===== config.mk =====
export PLATFORM = sky130hd
export DESIGN_NAME = vme_stack_command_encoder_flat
export DESIGN_NICKNAME = d
export VERILOG_FILES = /design/src/sv/vsce_pkg.sv /design/src/sv/vsce_if.sv /design/src/sv/vsce_front.sv /design/src/sv/vsce_queue.sv /design/src/sv/vsce_back.sv /design/src/sv/vme_stack_command_encoder.sv /design/src/flat_wrapper.sv
export SDC_FILE = /design/constraint.sdc
export NUM_CORES = 1
export LEC_CHECK = 0
export ABC_AREA = 1
export ABC_CLOCK_PERIOD_IN_PS = 30100
export BUFFER_PORTS_ARGS = -buffer_cell sky130_fd_sc_hd__buf_4
export CAP_MARGIN = 20
export CELL_PAD_IN_SITES_DETAIL_PLACEMENT = 0
export CELL_PAD_IN_SITES_GLOBAL_PLACEMENT = 1
export CORE_UTILIZATION = 40
export DETAILED_ROUTE_END_ITERATION = 8
export HOLD_SLACK_MARGIN = 0.02
export PLACE_DENSITY = 0.67
export SKIP_CTS_REPAIR_TIMING = 1
export SLEW_MARGIN = 5
export SYNTH_ARGS = -nofsm -noshare
export SYNTH_HDL_FRONTEND = slang
export SYNTH_HIERARCHICAL = 1
export SYNTH_SLANG_ARGS = --single-unit

===== constraint.sdc =====
create_clock -name i_clk -period 30.1 [get_ports i_clk]
set_clock_uncertainty 0.1 [all_clocks]
set_input_delay 1.505 -clock i_clk [delete_from_list [all_inputs] [get_ports i_clk]]
set_output_delay 1.505 -clock i_clk [all_outputs]
set_load 0.005 [all_outputs]

===== src/sv/vsce_pkg.sv =====
// shared types and constants of the vme stack command encoder
package vsce_pkg;

    // mode word flags
    localparam logic [31:0] MODE_NW    = 32'h0000_0100;
    localparam logic [31:0] MODE_NA    = 32'h0000_0400;
    localparam logic [31:0] MODE_MB    = 32'h0000_0800;
    localparam logic [31:0] MODE_SLF   = 32'h0000_1000;
    localparam logic [31:0] MODE_MARK  = 32'h0000_2000;
    localparam logic [31:0] MODE_DELAY = 32'h0000_8000;
    localparam logic [31:0] MODE_ND    = 32'h0004_0000;

    // multiblock transfer counts at bit 24: 64 longwords or 128 words per 256-byte block
    localparam logic [31:0] BLT_PER_BLOCK_32 = 32'h4000_0000;
    localparam logic [31:0] BLT_PER_BLOCK_16 = 32'h8000_0000;

    // widest transfer count field on the request
    localparam int REQ_COUNT_BITS = 24;

    // requested operations
    typedef enum logic [3:0] {
        ACT_REGRD     = 4'd0,
        ACT_REGWR     = 4'd1,
        ACT_WR32      = 4'd2,
        ACT_WR16      = 4'd3,
        ACT_WR8       = 4'd4,
        ACT_RD32      = 4'd5,
        ACT_RD16      = 4'd6,
        ACT_RD8       = 4'd7,
        ACT_BLKRD32   = 4'd8,
        ACT_FIFO32    = 4'd9,
        ACT_FIFO16    = 4'd10,
        ACT_DELAY     = 4'd11,
        ACT_MARKER    = 4'd12,
        ACT_COUNTRD8  = 4'd13,
        ACT_COUNTRD16 = 4'd14,
        ACT_COUNTRD32 = 4'd15
    } t_action;

    // word slots of one request, in emission order
    typedef enum logic [2:0] {
        SLOT_ALIGN_MODE = 3'd0,
        SLOT_ALIGN_ADDR = 3'd1,
        SLOT_MB_MODE    = 3'd2,
        SLOT_MB_COUNT   = 3'd3,
        SLOT_MB_ADDR    = 3'd4,
        SLOT_PART_MODE  = 3'd5,
        SLOT_PART_ADDR  = 3'd6
    } t_slot;

    // classified request handed from the front to the sequencer
    typedef struct packed {
        logic        blk;      // block or fifo read
        logic        wide;     // 32-bit block transfers
        logic        na;       // no address increment
        logic        nl;       // not-longword indicator
        logic [6:0]  present;  // slots that carry a word
        logic [6:0]  align;    // aligning transfer count
        logic [6:0]  part;     // trailing partial block count
        logic [31:0] w0;       // first word, or block mode base
        logic [31:0] w1;       // second word, or block base address
        logic [31:0] w2;       // third word, or whole block count
    } t_desc;

endpackage


===== src/sv/vsce_if.sv =====
// request and stack word channel interfaces

interface vsce_req_if;
    logic        valid;
    logic        ready;
    logic [3:0]  action;
    logic [31:0] bus_address;
    logic [5:0]  addr_modifier;
    logic [31:0] data_value;
    logic [23:0] transfer_count;
    logic [31:0] count_mask;

    modport source (
        output valid, action, bus_address, addr_modifier, data_value,
               transfer_count, count_mask,
        input  ready
    );
    modport sink (
        input  valid, action, bus_address, addr_modifier, data_value,
               transfer_count, count_mask,
        output ready
    );
endinterface

interface vsce_rsp_if;
    logic        valid;
    logic        ready;
    logic [31:0] stack_word;
    logic        last_word;

    modport source (
        output valid, stack_word, last_word,
        input  ready
    );
    modport sink (
        input  valid, stack_word, last_word,
        output ready
    );
endinterface


===== src/sv/vsce_front.sv =====
// request classifier: decodes the operation and splits block reads
module vsce_front #(
    parameter int COUNT_WIDTH = 24
) (
    vsce_req_if.sink       i_req,
    input  logic           i_full,
    output logic           o_push,
    output vsce_pkg::t_desc o_desc
);

    localparam int CW = (COUNT_WIDTH < vsce_pkg::REQ_COUNT_BITS) ?
                        COUNT_WIDTH : vsce_pkg::REQ_COUNT_BITS;

    logic [31:0]   addr;
    logic [31:0]   data;
    logic [31:0]   am;
    logic [31:0]   strb;
    logic [31:0]   a4;
    logic [31:0]   a2;
    logic [7:0]    off;
    logic [8:0]    align_raw;
    logic [6:0]    align_max;
    logic [6:0]    align_sel;
    logic [CW-1:0] count;
    logic [CW-1:0] rem;
    logic [CW-1:0] full;
    logic [6:0]    part;
    logic          wide;
    logic [31:0]   blk_mode;
    vsce_pkg::t_desc desc;

    // request fields and derived addresses
    assign addr  = i_req.bus_address;
    assign data  = i_req.data_value;
    assign am    = {26'd0, i_req.addr_modifier};
    assign strb  = {24'd0, (addr[0] ? 2'b01 : 2'b10), 6'd0};
    assign a4    = {addr[31:2], 2'b00};
    assign a2    = {addr[31:1], 1'b1};
    assign count = i_req.transfer_count[CW-1:0];
    assign off   = addr[7:0];

    // aligning transfer up to the next 256-byte boundary, limited by the count
    assign wide      = (vsce_pkg::t_action'(i_req.action) != vsce_pkg::ACT_FIFO16);
    assign align_raw = 9'd256 - {1'b0, off};
    assign align_max = (off == 8'd0) ? 7'd0 :
                       (wide ? {1'b0, align_raw[7:2]} : align_raw[7:1]);
    assign align_sel = (count < {{(CW-7){1'b0}}, align_max}) ? count[6:0] : align_max;
    assign rem       = count - {{(CW-7){1'b0}}, align_sel};

    // whole blocks and trailing partial block
    assign full = wide ? (rem >> 6) : (rem >> 7);
    assign part = wide ? {1'b0, rem[5:0]} : rem[6:0];

    // classify the operation
    always_comb begin
        blk_mode     = vsce_pkg::MODE_NW | am;
        desc         = '0;
        desc.wide    = wide;
        desc.align   = align_sel;
        desc.part    = part;
        desc.w1      = addr;
        case (vsce_pkg::t_action'(i_req.action))
            vsce_pkg::ACT_REGRD: begin
                desc.w0 = vsce_pkg::MODE_NW | vsce_pkg::MODE_SLF;
                desc.present = 7'b0000011;
            end
            vsce_pkg::ACT_REGWR: begin
                desc.w0 = vsce_pkg::MODE_SLF;
                desc.w2 = data;
                desc.present = 7'b0000111;
            end
            vsce_pkg::ACT_WR32: begin
                desc.w0 = am;
                desc.w1 = a4;
                desc.w2 = data;
                desc.present = 7'b0000111;
            end
            vsce_pkg::ACT_WR16: begin
                desc.w0 = am;
                desc.w1 = a2;
                desc.w2 = {16'd0, data[15:0]};
                desc.present = 7'b0000111;
            end
            vsce_pkg::ACT_WR8: begin
                desc.w0 = am | strb;
                desc.w1 = a2;
                desc.w2 = {16'd0, data[7:0], data[7:0]};
                desc.present = 7'b0000111;
            end
            vsce_pkg::ACT_RD32: begin
                desc.w0 = vsce_pkg::MODE_NW | am;
                desc.w1 = a4;
                desc.present = 7'b0000011;
            end
            vsce_pkg::ACT_RD16: begin
                desc.w0 = vsce_pkg::MODE_NW | am;
                desc.w1 = a2;
                desc.present = 7'b0000011;
            end
            vsce_pkg::ACT_RD8: begin
                desc.w0 = vsce_pkg::MODE_NW | am | strb;
                desc.w1 = a2;
                desc.present = 7'b0000011;
            end
            vsce_pkg::ACT_BLKRD32, vsce_pkg::ACT_FIFO32, vsce_pkg::ACT_FIFO16: begin
                desc.blk = 1'b1;
                desc.na  = (vsce_pkg::t_action'(i_req.action) != vsce_pkg::ACT_BLKRD32);
                desc.nl  = !wide;
                desc.w0  = desc.na ? (blk_mode | vsce_pkg::MODE_NA) : blk_mode;
                desc.w2  = {{(32-CW){1'b0}}, full};
                desc.present = {{2{part != 7'd0}}, {3{full != '0}}, {2{off != 8'd0}}};
            end
            vsce_pkg::ACT_DELAY: begin
                desc.w0 = vsce_pkg::MODE_DELAY | {24'd0, data[7:0]};
                desc.present = 7'b0000001;
            end
            vsce_pkg::ACT_MARKER: begin
                desc.w0 = vsce_pkg::MODE_MARK;
                desc.w1 = {16'd0, data[15:0]};
                desc.present = 7'b0000011;
            end
            vsce_pkg::ACT_COUNTRD8: begin
                desc.w0 = vsce_pkg::MODE_NW | vsce_pkg::MODE_ND | am | strb;
                desc.w1 = i_req.count_mask;
                desc.w2 = a2;
                desc.present = 7'b0000111;
            end
            vsce_pkg::ACT_COUNTRD16: begin
                desc.w0 = vsce_pkg::MODE_NW | vsce_pkg::MODE_ND | am;
                desc.w1 = i_req.count_mask;
                desc.w2 = a2;
                desc.present = 7'b0000111;
            end
            default: begin
                desc.w0 = vsce_pkg::MODE_NW | vsce_pkg::MODE_ND | am;
                desc.w1 = i_req.count_mask;
                desc.w2 = a4;
                desc.present = 7'b0000111;
            end
        endcase
    end

    // hand over; an empty block request produces nothing and is dropped
    assign i_req.ready = !i_full;
    assign o_push      = i_req.valid && !i_full && (desc.present != 7'd0);
    assign o_desc      = desc;

endmodule


===== src/sv/vsce_queue.sv =====
// two-entry queue of classified requests between front and sequencer
module vsce_queue (
    input  logic            i_clk,
    input  logic            i_rst_n,
    input  logic            i_push,
    input  vsce_pkg::t_desc i_desc,
    input  logic            i_pop,
    output logic            o_full,
    output logic            o_valid,
    output vsce_pkg::t_desc o_head
);

    localparam int DEPTH = 2;
    localparam int PW    = $clog2(DEPTH);

    vsce_pkg::t_desc r_mem [DEPTH];
    logic [PW-1:0]   r_wr_ptr;
    logic [PW-1:0]   r_rd_ptr;
    logic [PW:0]     r_count;

    // pointers and fill level
    always_ff @(posedge i_clk) begin
        if (!i_rst_n) begin
            r_wr_ptr <= '0;
            r_rd_ptr <= '0;
            r_count  <= '0;
        end else begin
            if (i_push) begin
                r_wr_ptr <= r_wr_ptr + 1'b1;
            end
            if (i_pop) begin
                r_rd_ptr <= r_rd_ptr + 1'b1;
            end
            if (i_push && !i_pop) begin
                r_count <= r_count + 1'b1;
            end else if (i_pop && !i_push) begin
                r_count <= r_count - 1'b1;
            end
        end
    end

    // entry storage
    always_ff @(posedge i_clk) begin
        if (i_push) begin
            r_mem[r_wr_ptr] <= i_desc;
        end
    end

    assign o_full  = (r_count == (PW+1)'(DEPTH));
    assign o_valid = (r_count != '0);
    assign o_head  = r_mem[r_rd_ptr];

endmodule


===== src/sv/vsce_back.sv =====
// command sequencer: emits the stack words of one request, one per cycle unless output stalls
module vsce_back (
    input  logic            i_clk,
    input  logic            i_rst_n,
    input  logic            i_head_valid,
    input  vsce_pkg::t_desc i_head,
    output logic            o_pop,
    vsce_rsp_if.source      o_rsp
);

    logic            r_busy;
    vsce_pkg::t_slot r_slot;
    logic [31:0]     r_addr;
    logic            r_out_valid;
    logic [31:0]     r_out_word;
    logic            r_out_last;
    logic            advance;
    logic            load;
    logic            last;
    vsce_pkg::t_slot next_slot;
    vsce_pkg::t_slot first_slot;
    logic [31:0]     word;
    logic [31:0]     align_bytes;
    logic [31:0]     mb_bytes;
    logic [31:0]     nl_bit;

    // output register is free when empty or being taken
    assign advance = !r_out_valid || o_rsp.ready;
    assign load    = r_busy && advance;

    // next present slot after the current one, and the first of a new request
    always_comb begin
        next_slot  = r_slot;
        first_slot = vsce_pkg::SLOT_ALIGN_MODE;
        last       = 1'b1;
        for (int k = 6; k >= 0; k--) begin
            if (i_head.present[k] && (3'(k) > r_slot)) begin
                next_slot = vsce_pkg::t_slot'(3'(k));
                last      = 1'b0;
            end
            if (i_head.present[k]) begin
                first_slot = vsce_pkg::t_slot'(3'(k));
            end
        end
    end

    // address steps of a block read
    assign align_bytes = i_head.wide ? {23'd0, i_head.align, 2'b00} :
                                       {24'd0, i_head.align, 1'b0};
    assign mb_bytes    = {i_head.w2[23:0], 8'd0};
    assign nl_bit      = {31'd0, i_head.nl};

    // word of the current slot
    always_comb begin
        case (r_slot)
            vsce_pkg::SLOT_ALIGN_MODE:
                word = i_head.blk ? (i_head.w0 | {1'b0, i_head.align, 24'd0}) : i_head.w0;
            vsce_pkg::SLOT_ALIGN_ADDR:
                word = i_head.blk ? (i_head.w1 | nl_bit) : i_head.w1;
            vsce_pkg::SLOT_MB_MODE:
                word = i_head.blk ? (i_head.w0 | vsce_pkg::MODE_MB |
                       (i_head.wide ? vsce_pkg::BLT_PER_BLOCK_32 :
                                      vsce_pkg::BLT_PER_BLOCK_16)) : i_head.w2;
            vsce_pkg::SLOT_MB_COUNT:
                word = i_head.w2;
            vsce_pkg::SLOT_PART_MODE:
                word = i_head.w0 | {1'b0, i_head.part, 24'd0};
            default:
                word = r_addr | nl_bit;
        endcase
    end

    // sequencer control
    always_ff @(posedge i_clk) begin
        if (!i_rst_n) begin
            r_busy      <= 1'b0;
            r_slot      <= vsce_pkg::SLOT_ALIGN_MODE;
            r_out_valid <= 1'b0;
        end else begin
            if (advance) begin
                r_out_valid <= r_busy;
            end
            if (load) begin
                if (last) begin
                    r_busy <= 1'b0;
                end else begin
                    r_slot <= next_slot;
                end
            end else if (!r_busy && i_head_valid) begin
                r_busy <= 1'b1;
                r_slot <= first_slot;
            end
        end
    end

    // running block address and output payload
    always_ff @(posedge i_clk) begin
        if (!r_busy && i_head_valid) begin
            r_addr <= i_head.w1 + align_bytes;
        end else if (load && (r_slot == vsce_pkg::SLOT_MB_ADDR) && !i_head.na) begin
            r_addr <= r_addr + mb_bytes;
        end
        if (load) begin
            r_out_word <= word;
            r_out_last <= last;
        end
    end

    assign o_pop            = load && last;
    assign o_rsp.valid      = r_out_valid;
    assign o_rsp.stack_word = r_out_word;
    assign o_rsp.last_word  = r_out_last;

    // a busy sequencer always works on a queued request
    a_busy_has_head: assert property (@(posedge i_clk) disable iff (!i_rst_n)
        r_busy |-> i_head_valid)
        else $error("sequencer busy without a queued request");

    // the current slot is one that carries a word
    a_slot_present: assert property (@(posedge i_clk) disable iff (!i_rst_n)
        r_busy |-> i_head.present[r_slot])
        else $error("sequencer on an empty slot");

    // the final word frees the sequencer
    a_last_frees: assert property (@(posedge i_clk) disable iff (!i_rst_n)
        o_pop |=> !r_busy)
        else $error("sequencer still busy after final word");

    // the last flag of a loaded word marks the request release
    a_last_flag: assert property (@(posedge i_clk) disable iff (!i_rst_n)
        load |=> (r_out_valid && (r_out_last == $past(o_pop))))
        else $error("last word flag disagrees with request release");

endmodule


===== src/sv/vme_stack_command_encoder.sv =====
// top level of the vme stack command encoder
// Takes one bus operation request and returns its command-list longwords in order on a
// one-word result channel, with last_word set on the final word of each request. The
// front decodes a request in the cycle it is accepted and places it in a two-entry queue,
// so requests are taken while earlier ones are still being emitted. The sequencer takes
// a request from the queue when idle, then emits one word per cycle while the result
// channel accepts them; a request has from one word for a delay up to seven for a block
// read split into aligning, multiblock and trailing transfers. An aligned block or fifo
// read of zero transfers produces no words.
module vme_stack_command_encoder #(
    parameter int COUNT_WIDTH = 24
) (
    input  logic       i_clk,
    input  logic       i_rst_n,
    vsce_req_if.sink   i_req,
    vsce_rsp_if.source o_rsp
);

    logic            push;
    logic            pop;
    logic            full;
    logic            head_valid;
    vsce_pkg::t_desc desc;
    vsce_pkg::t_desc head;

    // request classifier
    vsce_front #(
        .COUNT_WIDTH (COUNT_WIDTH)
    ) u_front (
        .i_req  (i_req),
        .i_full (full),
        .o_push (push),
        .o_desc (desc)
    );

    // queue between classifier and sequencer
    vsce_queue u_queue (
        .i_clk   (i_clk),
        .i_rst_n (i_rst_n),
        .i_push  (push),
        .i_desc  (desc),
        .i_pop   (pop),
        .o_full  (full),
        .o_valid (head_valid),
        .o_head  (head)
    );

    // word sequencer
    vsce_back u_back (
        .i_clk        (i_clk),
        .i_rst_n      (i_rst_n),
        .i_head_valid (head_valid),
        .i_head       (head),
        .o_pop        (pop),
        .o_rsp        (o_rsp)
    );

endmodule


===== src/flat_wrapper.sv =====
// flat-port wrapper written by rule: the top's interface ports become plain ports
module vme_stack_command_encoder_flat 
#(
    parameter int COUNT_WIDTH = 24
)
  (i_clk, i_rst_n, i_req_valid, i_req_action, i_req_bus_address, i_req_addr_modifier, i_req_data_value, i_req_transfer_count, i_req_count_mask, i_req_ready, o_rsp_valid, o_rsp_stack_word, o_rsp_last_word, o_rsp_ready);
  vsce_req_if i_req_i ();
  vsce_rsp_if o_rsp_i ();
  input  logic i_clk;
  input  logic i_rst_n;
  input wire logic [$bits(i_req_i.valid)-1:0] i_req_valid;
  input wire logic [$bits(i_req_i.action)-1:0] i_req_action;
  input wire logic [$bits(i_req_i.bus_address)-1:0] i_req_bus_address;
  input wire logic [$bits(i_req_i.addr_modifier)-1:0] i_req_addr_modifier;
  input wire logic [$bits(i_req_i.data_value)-1:0] i_req_data_value;
  input wire logic [$bits(i_req_i.transfer_count)-1:0] i_req_transfer_count;
  input wire logic [$bits(i_req_i.count_mask)-1:0] i_req_count_mask;
  output wire logic [$bits(i_req_i.ready)-1:0] i_req_ready;
  output wire logic [$bits(o_rsp_i.valid)-1:0] o_rsp_valid;
  output wire logic [$bits(o_rsp_i.stack_word)-1:0] o_rsp_stack_word;
  output wire logic [$bits(o_rsp_i.last_word)-1:0] o_rsp_last_word;
  input wire logic [$bits(o_rsp_i.ready)-1:0] o_rsp_ready;
  assign i_req_i.valid = i_req_valid;
  assign i_req_i.action = i_req_action;
  assign i_req_i.bus_address = i_req_bus_address;
  assign i_req_i.addr_modifier = i_req_addr_modifier;
  assign i_req_i.data_value = i_req_data_value;
  assign i_req_i.transfer_count = i_req_transfer_count;
  assign i_req_i.count_mask = i_req_count_mask;
  assign i_req_ready = i_req_i.ready;
  assign o_rsp_valid = o_rsp_i.valid;
  assign o_rsp_stack_word = o_rsp_i.stack_word;
  assign o_rsp_last_word = o_rsp_i.last_word;
  assign o_rsp_i.ready = o_rsp_ready;
  vme_stack_command_encoder #(.COUNT_WIDTH(COUNT_WIDTH)) u_core (.i_clk(i_clk), .i_rst_n(i_rst_n), .i_req(i_req_i), .o_rsp(o_rsp_i));
endmodule

* Yosys cells after proc, flatten, opt, wreduce, memory -nomap -nowiden
Memory sizes are Yosys's and may differ from the RTL's. A register that Yosys moved wholly into a read port is not among the register bits.
Cells that the tools add are included.
** Word-level totals
- Word-level logic and storage cells :: 160
- Memories kept :: 1
- Memory bits (writable) :: 216
- Bits in registers :: 74
- Input port bits :: 134
- Output and inout bits :: 35
** Memories
- u_core.u_queue.r_mem :: depth 2, bits a word 108, rd ports 1, clocked after Yosys merged registers in 1, wr ports 1, line vsce_queue.sv:16 : vsce_pkg::t_desc r_mem [DEPTH];
** Operators by class
- Multiplexer cells :: 54
- Equal/unequal tests :: 25
- Order comparisons :: 8
- Reductions and logical operators :: 47
- Add/sub/neg operators :: 8
- Bitwise operators :: 8
** Operators by type and width (number)
- 32-bit 2-to-1 mux :: 6
- 32-bit one-hot mux with 6 select lines :: 1
- 19-bit one-hot mux with 10 select lines :: 1
- 32-bit one-hot mux with 5 select lines :: 1
- 32-bit one-hot mux with 4 select lines :: 1
- 32-bit by 1-bit OR with 32-bit output :: 2
- 32-bit by 31-bit OR with 32-bit output :: 2
- 3-bit 2-to-1 mux :: 17
- 32-bit adder :: 1
- 32-bit by 9-bit adder with 32-bit output :: 1
- 32-bit OR :: 1
- 4-bit equality test, second input constant :: 7
- 7-bit 2-to-1 mux :: 4
- 24-bit by 7-bit < comparator with 1-bit output :: 1
- 24-bit nonzero test :: 1
- 24-bit by 7-bit subtractor with 24-bit output :: 1
- 7-bit one-hot mux with 3 select lines :: 1
- 19-bit by 8-bit OR with 19-bit output :: 1
- 18-bit 2-to-1 mux :: 1
- 4-bit by 3-bit equality test with 1-bit output, second input constant :: 4
- 1-bit logical AND :: 16
- 1-bit 2-to-1 mux :: 15
- 7-bit nonzero test :: 2
- 6-bit OR reduction :: 2
- other kinds (35) :: 60

* Longest topological paths before layout
Gate-level depths: netlist (run 1).
- Word-level depth :: 15
- Gate-level depth with buffers :: 46
- Depth with buffers taken out :: 45

* Hierarchy
Netlist (run 1), hierarchy kept.
** Modules (own cells, without submodules)
- vsce_queue :: area an instance 8981.1 µm², seq. area each 7367.1 µm², cells an instance 411, instances 1
- vsce_back :: area an instance 6896.6 µm², seq. area each 2052.0 µm², cells an instance 1055, instances 1
- vsce_front :: area an instance 3490.8 µm², seq. area each 0.0 µm², cells an instance 720, instances 1

* Worst setup path before layout (run 1)
No wires, ideal clock.
- Path kind :: input-to-reg
- Start point :: input port i_req_bus_address[0]
- End point :: memory u_core/u_queue/r_mem[0][0] (netlist name) (enable)
- Setup slack :: 18773 ps
- Path buffers :: 0
- Required time :: 29398 ps
- Library setup time :: 602 ps
- Stages :: 40
- Arrival :: 10626 ps
- Cells stage by stage :: inv_1 ha_1 inv_1 nor3_1 nand2_1 nor2_1 nand3_1 inv_1 nor2_1 inv_1 nor2_1 inv_1 ha_1 nand2_1 inv_1 a21oi_1 nand3_1 a311oi_4 [4 not listed] fa_1 inv_1 nand3_1 nand2_1 nand2_1 nand2_1 nor2_2 nand2_1 nand2_1 nand2_1 nand2_1 nand2_1 nor2_1 nand3_1 nor2_2 a21oi_1 inv_1 nor2_1
** RTL lines
- start, declared :: line flat_wrapper.sv:13 : input wire logic [$bits(i_req_i.bus_address)-1:0] i_req_bus_address;
- end, declared :: line vsce_queue.sv:16

==> run_results.csv, run 1 <==
group,metric,value,unit
sta,layout_min_cycle_time,8.752,ns
placed_design,place.gp.congestion,0.8939,
worst_setup_path,r2r_slack,26.08,ns
worst_setup_path,crit_arrival,8.81,ns
logic_synthesis,synth_area_per_cell,8.860,um2
worst_setup_path,critPathRequiredTime,30.16,ns
die,ios,169,
pwr,p_switching,515.6,uW
logic_synthesis,ys_ff_latch,317,
sta,setup_viol,0,
drt,first_pass_iters,6,
pwr,clkPwrFrac,30.4,%
global_routing,gr-usage-met3,3.644,%
finish,final_cell_area,22340,um2
drt,routed_via_density,5.302,
drt,drtIter0Drc,1522,
global_routing,grt.busiest_layer,"met2",
logic_synthesis,synth_cell_types,59,
finish,area_growth,15.32,%
placed_design,place_area,21090,um2
clocking,cts_tree,"built",
drt,totalWireLength,63330,um
worst_setup_path,r2r_end,"u_core/u_back/r_addr[29]",
logic_synthesis,synth-edff-count,307,
global_routing,grt_pass1_wl,93460,um
clocking,cts_buffers,38,
drt,antenna_left,0,
pwr,seq_power_share,38.9,%
global_routing,use_met1,35.74,%
logic_synthesis,synthArstFlopShare,0,%
clocking,cts_max_level,2,
pwr,ir_drop,37.62,uV
worst_setup_path,crit_top_cell,"nand2_1",
placed_design,io_buffers,168,
worst_setup_path,critical_path.slowest_cell,"buf_4",
logic_synthesis,netlist_instances,2186,
run_status,status,"finished clean",
worst_setup_path,end_kind,"flip-flop",
placed_design,dp_hpwl,48670,um
global_routing,use_met2,41.31,%
worst_setup_path,max_stage_delay,0.82,ns
worst_setup_path,worstRegToRegCells,14,
pwr,intPower,997.0,uW
drt,vias,15878,
pwr,p_leak,0.009338,uW
finish,drive_gt1_share,18.59,%
drt,routedWlPerCell,21.15,um
pwr,p_per_area,67.72,nW/um2
logic_synthesis,synthFlopType,"edfxtp_1",
run,drv_cap,0,
logic_synthesis,synth_seq_area_share,48.63,%
clocking,clkSinkCount,317,
die,die_h,222.1,um
worst_setup_path,critPathKind,"primary input to flip-flop",
worst_setup_path,crit_path_end,"u_core/u_queue/r_mem[0][39]",
clocking,insertion_delay,0.55,ns
clocking,cts_buffer_depth,3,
die,initial_core_util,40.57,%
min_path,hold_class,"flip-flop to flip-flop",
logic_synthesis,yosysWarnings,6,
finish,final_util,46.78,%
sta,finalSetupTns,0,ns
sta,grt_setup_unrepaired,"false",
drt,drc,0,
global_routing,grt_usage,25.47,%
pwr,comb_power_share,30.7,%
die,num_rows,80,
clocking,clkTransAtPathRegs,0.05,ns
sta,hold_violations,0,
worst_setup_path,startpoint_type,"primary input",
sta,finalCritPeriodShare,29.08,%
global_routing,antenna_found_initial,2,
global_routing,grt_max_degree,68,
global_routing,grt_pass1_vias,15346,
sta,tightestPinTransition,1.033,ns
sta,drv_slew,0,
global_routing,overflow,0,
pwr,sw_frac_of_total,34.09,%
die,coreArea,47750,um2
worst_setup_path,cp_max_fo,67,
logic_synthesis,syn_area,19370,um2
sta,fmax,0.1143,GHz
die,die_x,222.1,um
die,die_area,49310,um2
sta,relSlewSlack,30.96,%
clocking,cts-root-buf,"clkbuf_16",
worst_setup_path,critPathLaunch,"i_req_bus_address[1]",
finish,nets,2533,
[critical path, delay by kind of cell]
kind	cells	cell delay, ns
AND/OR/NAND/NOR	25	2.78
buffers and inverters	11	2.36
AO/OA/AOI/OAI	3	1.06
adder cells (fa/ha/maj)	4	1.03
[cell families (layout without fill, tap and decap cells)]
| logic type | count (synthesis) | after routing | share of synthesized area [%] |
|---|---|---|---|
| AOI/OAI and AO/OA | 219 | 219 | 7.842 |
| xor gates and xnor gates | 19 | 19 | 0.8592 |
| adders and majority gates | 49 | 49 | 3.282 |
| buffers and inverters | 336 | 510 | 7.758 |
| DFF | 317 | 317 | 48.63 |
| muxes | 121 | 121 | 7.035 |
| other | 1 | 21 | 0.01936 |
| and+or+nand+nor | 1124 | 1124 | 24.57 |
[power groups by stage]
stage                     Clock [uW]  Sequential [uW]  Combinational [uW]
after floorplan                    0              592                 301
after global placement             0              596                 460
after detailed placement           0              598                 461
after CTS                        470              589                 464
after global routing             486              592                 514
final                            459              588                 465
[metal layers]
metal	part of all wire, %	wire length, um	vias to the layer above
met5	0	0	-
met4	2.1	1360	0
met3	5.5	3507	81
met2	46	29190	499
met1	46	29280	7612
li1	-	-	7686
[synth_stat cells, types with 4 or more instances]
cell type | number | share of area (%)
o21ai_0 | 71 | 1.8
dfxtp_1 | 10 | 1.0
nand3b_1 | 18 | 0.70
buf_1 | 4 | 0.077
buf_2 | 15 | 0.39
or2_2 | 7 | 0.23
a221oi_1 | 4 | 0.18
nor2_1 | 176 | 3.4
nand3_1 | 148 | 3.8
nor2_2 | 12 | 0.39
nor3_1 | 20 | 0.52
a21oi_1 | 71 | 1.8
xnor2_1 | 7 | 0.32
o22ai_1 | 5 | 0.16
o21ai_2 | 4 | 0.18
nand4_1 | 28 | 0.90
o2111ai_1 | 5 | 0.23
ha_1 | 46 | 3.0
mux2_2 | 121 | 7.0
and2_1 | 8 | 0.26
o211ai_1 | 12 | 0.47
clkbuf_1 | 15 | 0.29
o221ai_1 | 5 | 0.23
a41oi_1 | 6 | 0.27
xor2_1 | 12 | 0.54
a41oi_2 | 21 | 1.8
nand2_1 | 682 | 13
nand2_2 | 8 | 0.26
inv_1 | 245 | 4.7
edfxtp_1 | 307 | 48
inv_2 | 11 | 0.21
buf_6 | 16 | 0.93
buf_4 | 26 | 1.0
[worst min-delay path by stage]
stage / slack, ns / endpoint / startpoint / cells past startpoint
after CTS: 0.40 / flip-flop / u_core/u_queue/r_rd_ptr / 2
final: 0.40 / flip-flop / u_core/u_queue/r_rd_ptr / 2
after global routing: 0.42 / u_core/u_back/o_rsp.valid / u_core/u_back/r_busy / 2
after global placement: 0.37 / u_core/u_queue/r_rd_ptr / u_core/u_queue/r_rd_ptr / 2
after detailed placement: 0.39 / flip-flop / u_core/u_queue/r_rd_ptr / 2
after floorplan: 0.36 / u_core/u_back/o_rsp.valid / u_core/u_back/r_busy / 2
[cells in the final DEF, fill, tap and decap left out, types with 21 or more instances in the layout]
master	synthesis	routed
nand2_1	682	682
edfxtp_1	307	307
inv_1	245	243
buf_4	26	181
nor2_1	176	173
nand3_1	148	148
mux2_2	121	121
a21oi_1	71	71
o21ai_0	71	71
ha_1	46	46
clkbuf_16	0	39
nand4_1	28	28
a41oi_2	21	21
[cell type report]
class	instances	area, um2
clock buffers	51	1041
fillers	4662	25410
diodes	3	7.507
well taps	615	769.5
multi-input cells	1550	8536
repair buffers	183	1381
flip-flops and latches	317	9423
inverters	260	983.4
clock inverters	16	195.2
[metrics by stage]
step | total power [uW] | hold slack, ns | worst slack (ns) | instances
6_report | 1513 | 0.3972 | 21.35 | 2995
5_1_grt | 1593 | 0.4196 | 20.47 | 2992
4_1_cts | 1522 | 0.4016 | 21.35 | 2992
3_5_place_dp | 1058 | 0.3888 | 20.82 | 2925
3_3_place_gp | 1055 | 0.3746 | 21.01 | 2923
2_1_floorplan | 893.4 | 0.3576 | 18.77 | 2203
[sequential cells by signal (all words and copies together) (netlist names), named ones only]
signal and cells:
u_core/u_queue/r_mem 242, u_core/u_back/o_rsp.stack_word 32, u_core/u_back/r_addr 32, u_core/u_back/r_slot 3, u_core/u_queue/r_count 2, u_core/u_back/o_rsp.last_word 1
u_core/u_back/o_rsp.valid 1, u_core/u_back/r_busy 1, u_core/u_queue/r_rd_ptr 1, u_core/u_queue/r_wr_ptr 1
Power figures use the tool's default switching activity.
==> inputs of run 2 (changes only) <==
--- a/config.mk
+++ b/config.mk
@@ -6,7 +6,7 @@
 export NUM_CORES = 1
 export LEC_CHECK = 0
 export ABC_AREA = 1
-export ABC_CLOCK_PERIOD_IN_PS = 30100
+export ABC_CLOCK_PERIOD_IN_PS = 7400
 export BUFFER_PORTS_ARGS = -buffer_cell sky130_fd_sc_hd__buf_4
 export CAP_MARGIN = 20
 export CELL_PAD_IN_SITES_DETAIL_PLACEMENT = 0
@@ -14,7 +14,7 @@
 export CORE_UTILIZATION = 40
 export DETAILED_ROUTE_END_ITERATION = 8
 export HOLD_SLACK_MARGIN = 0.02
-export PLACE_DENSITY = 0.67
+export PLACE_DENSITY = 0.7
 export SKIP_CTS_REPAIR_TIMING = 1
 export SLEW_MARGIN = 5
 export SYNTH_ARGS = -nofsm -noshare
==> constraint.sdc (replaced) <==
create_clock -name i_clk -period 7.4 [get_ports i_clk]
set_clock_uncertainty 0.1 [all_clocks]
set_input_delay 0.37 -clock i_clk [delete_from_list [all_inputs] [get_ports i_clk]]
set_output_delay 0.37 -clock i_clk [all_outputs]
set_load 0.005 [all_outputs]
==> run_results.csv, run 2 (synthesis gave the netlist of run 1 again) <==
group,metric,value,unit
worst_setup_path,crit_top_cell,"nand2_1",
clocking,cts_max_level,2,
worst_setup_path,critical_path.slowest_cell,"buf_4",
worst_setup_path,cp_max_fo,23,
worst_setup_path,critPathKind,"primary input to flip-flop",
finish,drive_gt1_share,18.90,%
drt,antenna_left,0,
drt,drc,0,
placed_design,dp_hpwl,48010,um
die,initial_core_util,40.57,%
clocking,cts_tree,"built",
clocking,clkSinkCount,317,
worst_setup_path,max_stage_delay,0.41,ns
finish,final_util,46.92,%
placed_design,dp_slack,0.7640,ns
finish,fill_cells,4650,
sta,finalSetupTns,0,ns
sta,timing.final.ws_setup,1.314,ns
sta,tightestPinTransition,0.9742,ns
sta,relSlewSlack,34.99,%
worst_setup_path,end_kind,"flip-flop",
global_routing,grt_max_degree,104,
pwr,ir_drop,175.6,uV
worst_setup_path,startpoint_type,"primary input",
drt,routed_via_density,5.288,
finish,layout_common_cells,"682 x nand2_1, 307 x edfxtp_1, 242 x inv_1",
drt,totalWireLength,62020,um
sta,hold_violations,0,
sta,finalCritPeriodShare,82.24,%
drt,first_pass_iters,5,
global_routing,overflow,0,
placed_design,io_buffers,168,
worst_setup_path,crit_arrival,6.20,ns
placed_design,dp_cells,2931,
die,die_area,49310,um2
finish,largest_reg_flops,242,
die,num_rows,80,
run,drv_cap,0,
global_routing,grt_pass1_wl,93080,um
pwr,p_per_area,271.7,nW/um2
sta,fmax,0.1643,GHz
drt,routedWlPerCell,20.67,um
sta,layout_min_cycle_time,6.086,ns
drt,vias,15870,
finish,n_antenna_cell,0,
min_path,hold_class,"primary input to flip-flop",
global_routing,grt_usage,25.11,%
finish,regMostFlops,"u_core/u_queue/r_mem",
sta,hold_ws,0.009440,ns
global_routing,grt_pass1_vias,15450,
sta,drv_slew,0,
die,coreArea,47750,um2
sta,setup_viol,0,
sta,grt_setup_unrepaired,"false",
drt,drtIter0Drc,1415,
clocking,cts_buffers,36,
finish,nets,2541,
run_status,status,"finished clean",
placed_design,place.gp.congestion,0.8836,
clocking,cts-root-buf,"clkbuf_16",
clocking,cts_buffer_depth,3,
finish,final_common_cell,"nand2_1",
clocking,insertion_delay,0.55,ns
finish,area_growth,15.67,%
die,die_x,222.1,um
die,die_h,222.1,um
die,ios,169,
pwr,p_leak,0.009371,uW
global_routing,antenna_found_initial,1,
finish,final_cells,3001,
clocking,clkTransAtPathRegs,0.06,ns
worst_setup_path,critPathRequiredTime,7.52,ns
[run 2: worst paths after layout]
kind                        startpoint                           to  slack (ns)  depth (start not counted)
setup / recovery  i_req_bus_address[0]  u_core/u_queue/r_mem[0][81]        1.31                         41
hold / removal    i_req_count_mask[17]  u_core/u_queue/r_mem[1][49]       0.009                          3
setup reg to reg             flip-flop     u_core/u_back/r_addr[29]        3.45                         14
hold reg to reg   u_core/u_back/r_busy    u_core/u_back/o_rsp.valid        0.41                          2
[run 2: area by class of cell]
class | count | area (um2) | share of cell area (%)
flip-flops and latches | 317 | 9423 | 42.06
well taps | 615 | 769.5 | 3.435
repair buffers | 193 | 1498 | 6.685
inverters | 260 | 984.7 | 4.395
clock inverters | 25 | 277.8 | 1.240
clock buffers | 41 | 919.6 | 4.105
multi-input cells | 1550 | 8531 | 38.08
[run 2: critical path: cells and delay by family]
family	cells	cell delay (ns)
simple gates	23	2.72
compound gates	3	0.71
buf+inv	11	1.57
fa+ha+maj	4	0.82
[run 2: layer usage]
layer	vias up	part of all wire (%)	GRT usage (%)
li1	7699	-	-
met1	7598	46	35.64
met2	500	46	40.50
met3	73	5.7	2.809
met4	0	2.3	6.922
met5	-	0	0
[run 2: report_power, final]
group          internal (uW)  switching, uW
Sequential              2300           95.8
Clock                   1080            735
Combinational            632           1250
[run 2: stage by stage]
stage / area, um2 / total power [uW]
after global routing: 22400 / 6416
after detailed placement: 21170 / 4299
final: 22400 / 6088
after floorplan: 19440 / 3624
after CTS: 22370 / 6125
after global placement: 21160 / 4293
==> inputs of run 3 (changes only) <==
--- a/config.mk
+++ b/config.mk
@@ -6,7 +6,7 @@
 export NUM_CORES = 1
 export LEC_CHECK = 0
 export ABC_AREA = 1
-export ABC_CLOCK_PERIOD_IN_PS = 7400
+export ABC_CLOCK_PERIOD_IN_PS = 5100
 export BUFFER_PORTS_ARGS = -buffer_cell sky130_fd_sc_hd__buf_4
 export CAP_MARGIN = 20
 export CELL_PAD_IN_SITES_DETAIL_PLACEMENT = 0
==> constraint.sdc (replaced) <==
create_clock -name i_clk -period 5.1 [get_ports i_clk]
set_clock_uncertainty 0.1 [all_clocks]
set_input_delay 0.255 -clock i_clk [delete_from_list [all_inputs] [get_ports i_clk]]
set_output_delay 0.255 -clock i_clk [all_outputs]
set_load 0.005 [all_outputs]
==> run_results.csv, run 3 (synthesis gave the netlist of run 1 again) <==
group,metric,value,unit
worst_setup_path,critPathKind,"primary input to flip-flop",
drt,routed_via_density,5.316,
global_routing,antenna_found_initial,1,
sta,timing.final.ws_setup,0.1032,ns
sta,layout_min_cycle_time,4.997,ns
min_path,hold_path_end,"u_core/u_queue/r_mem[0][46]",
die,die_x,222.1,um
worst_setup_path,cp_max_fo,8,
clocking,cts_buffer_depth,3,
global_routing,gr-usage-met3,3.366,%
sta,setup_viol,0,
finish,nets,2712,
sta,hold_violations,2,
global_routing,overflow,0,
worst_setup_path,critical_path.slowest_cell,"fa_2",
finish,n_antenna_cell,0,
finish,largest_reg_flops,242,
worst_setup_path,max_stage_delay,0.40,ns
finish,regMostFlops,"u_core/u_queue/r_mem",
worst_setup_path,startpoint_type,"primary input",
clocking,cts_max_level,2,
finish,area_growth,25.96,%
pwr,intPower,5864,uW
worst_setup_path,r2r_end,"u_core/u_back/r_addr[29]",
sta,finalSetupTns,0,ns
clocking,cts-root-buf,"clkbuf_16",
finish,final_common_cell,"nand2_1",
clocking,insertion_delay,0.54,ns
finish,fill_cells,4478,
worst_setup_path,crit_arrival,5.13,ns
placed_design,dp_hpwl,50590,um
drt,drc,0,
drt,antenna_left,0,
clocking,clkSinkCount,317,
clocking,clkTransAtPathRegs,0.06,ns
clocking,cts_buffers,36,
pwr,sw_frac_of_total,34.72,%
pwr,ir_drop,287.7,uV
placed_design,place_area,22100,um2
die,num_rows,80,
min_path,whs_path_depth,3,
min_path,hold_class,"primary input to flip-flop",
drt,first_pass_iters,6,
die,ios,169,
die,die_area,49310,um2
run_status,status,"finished with violations",
pwr,p_leak,0.01032,uW
run,drv_cap,0,
clocking,cts_tree,"built",
pwr,power,8984,uW
pwr,seq_power_share,38.6,%
die,initial_core_util,40.57,%
die,die_h,222.1,um
worst_setup_path,worstRegToRegCells,12,
drt,drtIter0Drc,1434,
pwr,comb_power_share,34.6,%
pwr,p_switching,3120,uW
pwr,clkPwrFrac,26.8,%
sta,finalCritPeriodShare,97.98,%
sta,grt_setup_unrepaired,"true",
global_routing,grt_usage,25.70,%
global_routing,use_met2,39.85,%
drt,totalWireLength,65790,um
global_routing,grt_pass1_vias,16002,
drt,routedWlPerCell,20.76,um
die,coreArea,47750,um2
min_path,min_from,"i_req_count_mask[14]",
finish,final_util,51.10,%
sta,hold_ws,-0.01296,ns
placed_design,dp_slack,-0.7059,ns
global_routing,grt_max_degree,55,
run_status,violations,"hold timing",
worst_setup_path,end_kind,"flip-flop",
sta,drv_slew,0,
worst_setup_path,critPathRequiredTime,5.24,ns
finish,final_cell_area,24400,um2
worst_setup_path,r2r_slack,1.62,ns
global_routing,grt.busiest_layer,"met2",
placed_design,place.gp.congestion,0.9416,
pwr,p_per_area,368.3,nW/um2
sta,relSlewSlack,36.10,%
global_routing,grt_pass1_wl,95170,um
placed_design,io_buffers,168,
sta,tightestPinTransition,0.9564,ns
drt,vias,16847,
finish,drive_gt1_share,24.94,%
global_routing,use_met1,37.56,%
finish,layout_common_cells,"663 x nand2_1, 307 x edfxtp_1, 286 x buf_4",
sta,fmax,0.2001,GHz
[run 3: worst max path at each step]
stage	startpoint	endpoint	slack (ns)	cells after the start
floorplan	i_req_bus_address[1]	u_core/u_queue/r_mem[1][0]	-1.46	39
global placement	i_req_bus_address[1]	u_core/u_queue/r_mem[0][89]	-0.62	38
detailed placement	i_req_bus_address[1]	u_core/u_queue/r_mem[0][73]	-0.71	35
CTS	i_req_bus_address[1]	u_core/u_queue/r_mem[0][89]	-0.15	35
global route	i_req_bus_address[1]	u_core/u_queue/r_mem[0][76]	-0.14	40
finish	i_req_bus_address[2]	u_core/u_queue/r_mem[0][94]	0.10	35
[run 3: area by class of cell]
cell class,instances,area (um2),share of cell area [%]
flip-flops and latches,317,9423,38.62
multi-input cells,1550,8847,36.27
repair buffers,364,3262,13.37
inverters,260,1002,4.108
clock buffers,49,991.0,4.062
well taps,615,769.5,3.154
clock inverters,14,101.3,0.4154
[run 3: power groups by stage]
stage,Combinational [uW],Clock [uW],Sequential (uW)
after global routing,3370,2560,3490
after CTS,2890,2460,3460
final,3110,2410,3460
after global placement,2870,0,3510
after floorplan,1790,0,3480
after detailed placement,2880,0,3520
[run 3: layer usage]
layer / routed length, um / part of all wire [%]
met5: 13 / 0.020
met4: 1522 / 2.3
met3: 4451 / 6.8
met2: 29510 / 45
met1: 30290 / 46
[run 3: through the flow]
step                      hold WS (ns)  instances
after floorplan                 0.2755       2203
after CTS                      -0.1016       3096
after detailed placement        0.3838       3033
after global routing         -0.003284       3169
after global placement          0.3746       3033
final                         -0.01296       3169
[run 3: worst max-delay path, delay by kind of cell]
family          cells  cell delay (ns)
compound gates      3             0.63
xor+xnor            2             0.39
fa+ha+maj           3             0.79
buf+inv            10             1.09
simple gates       17             1.95
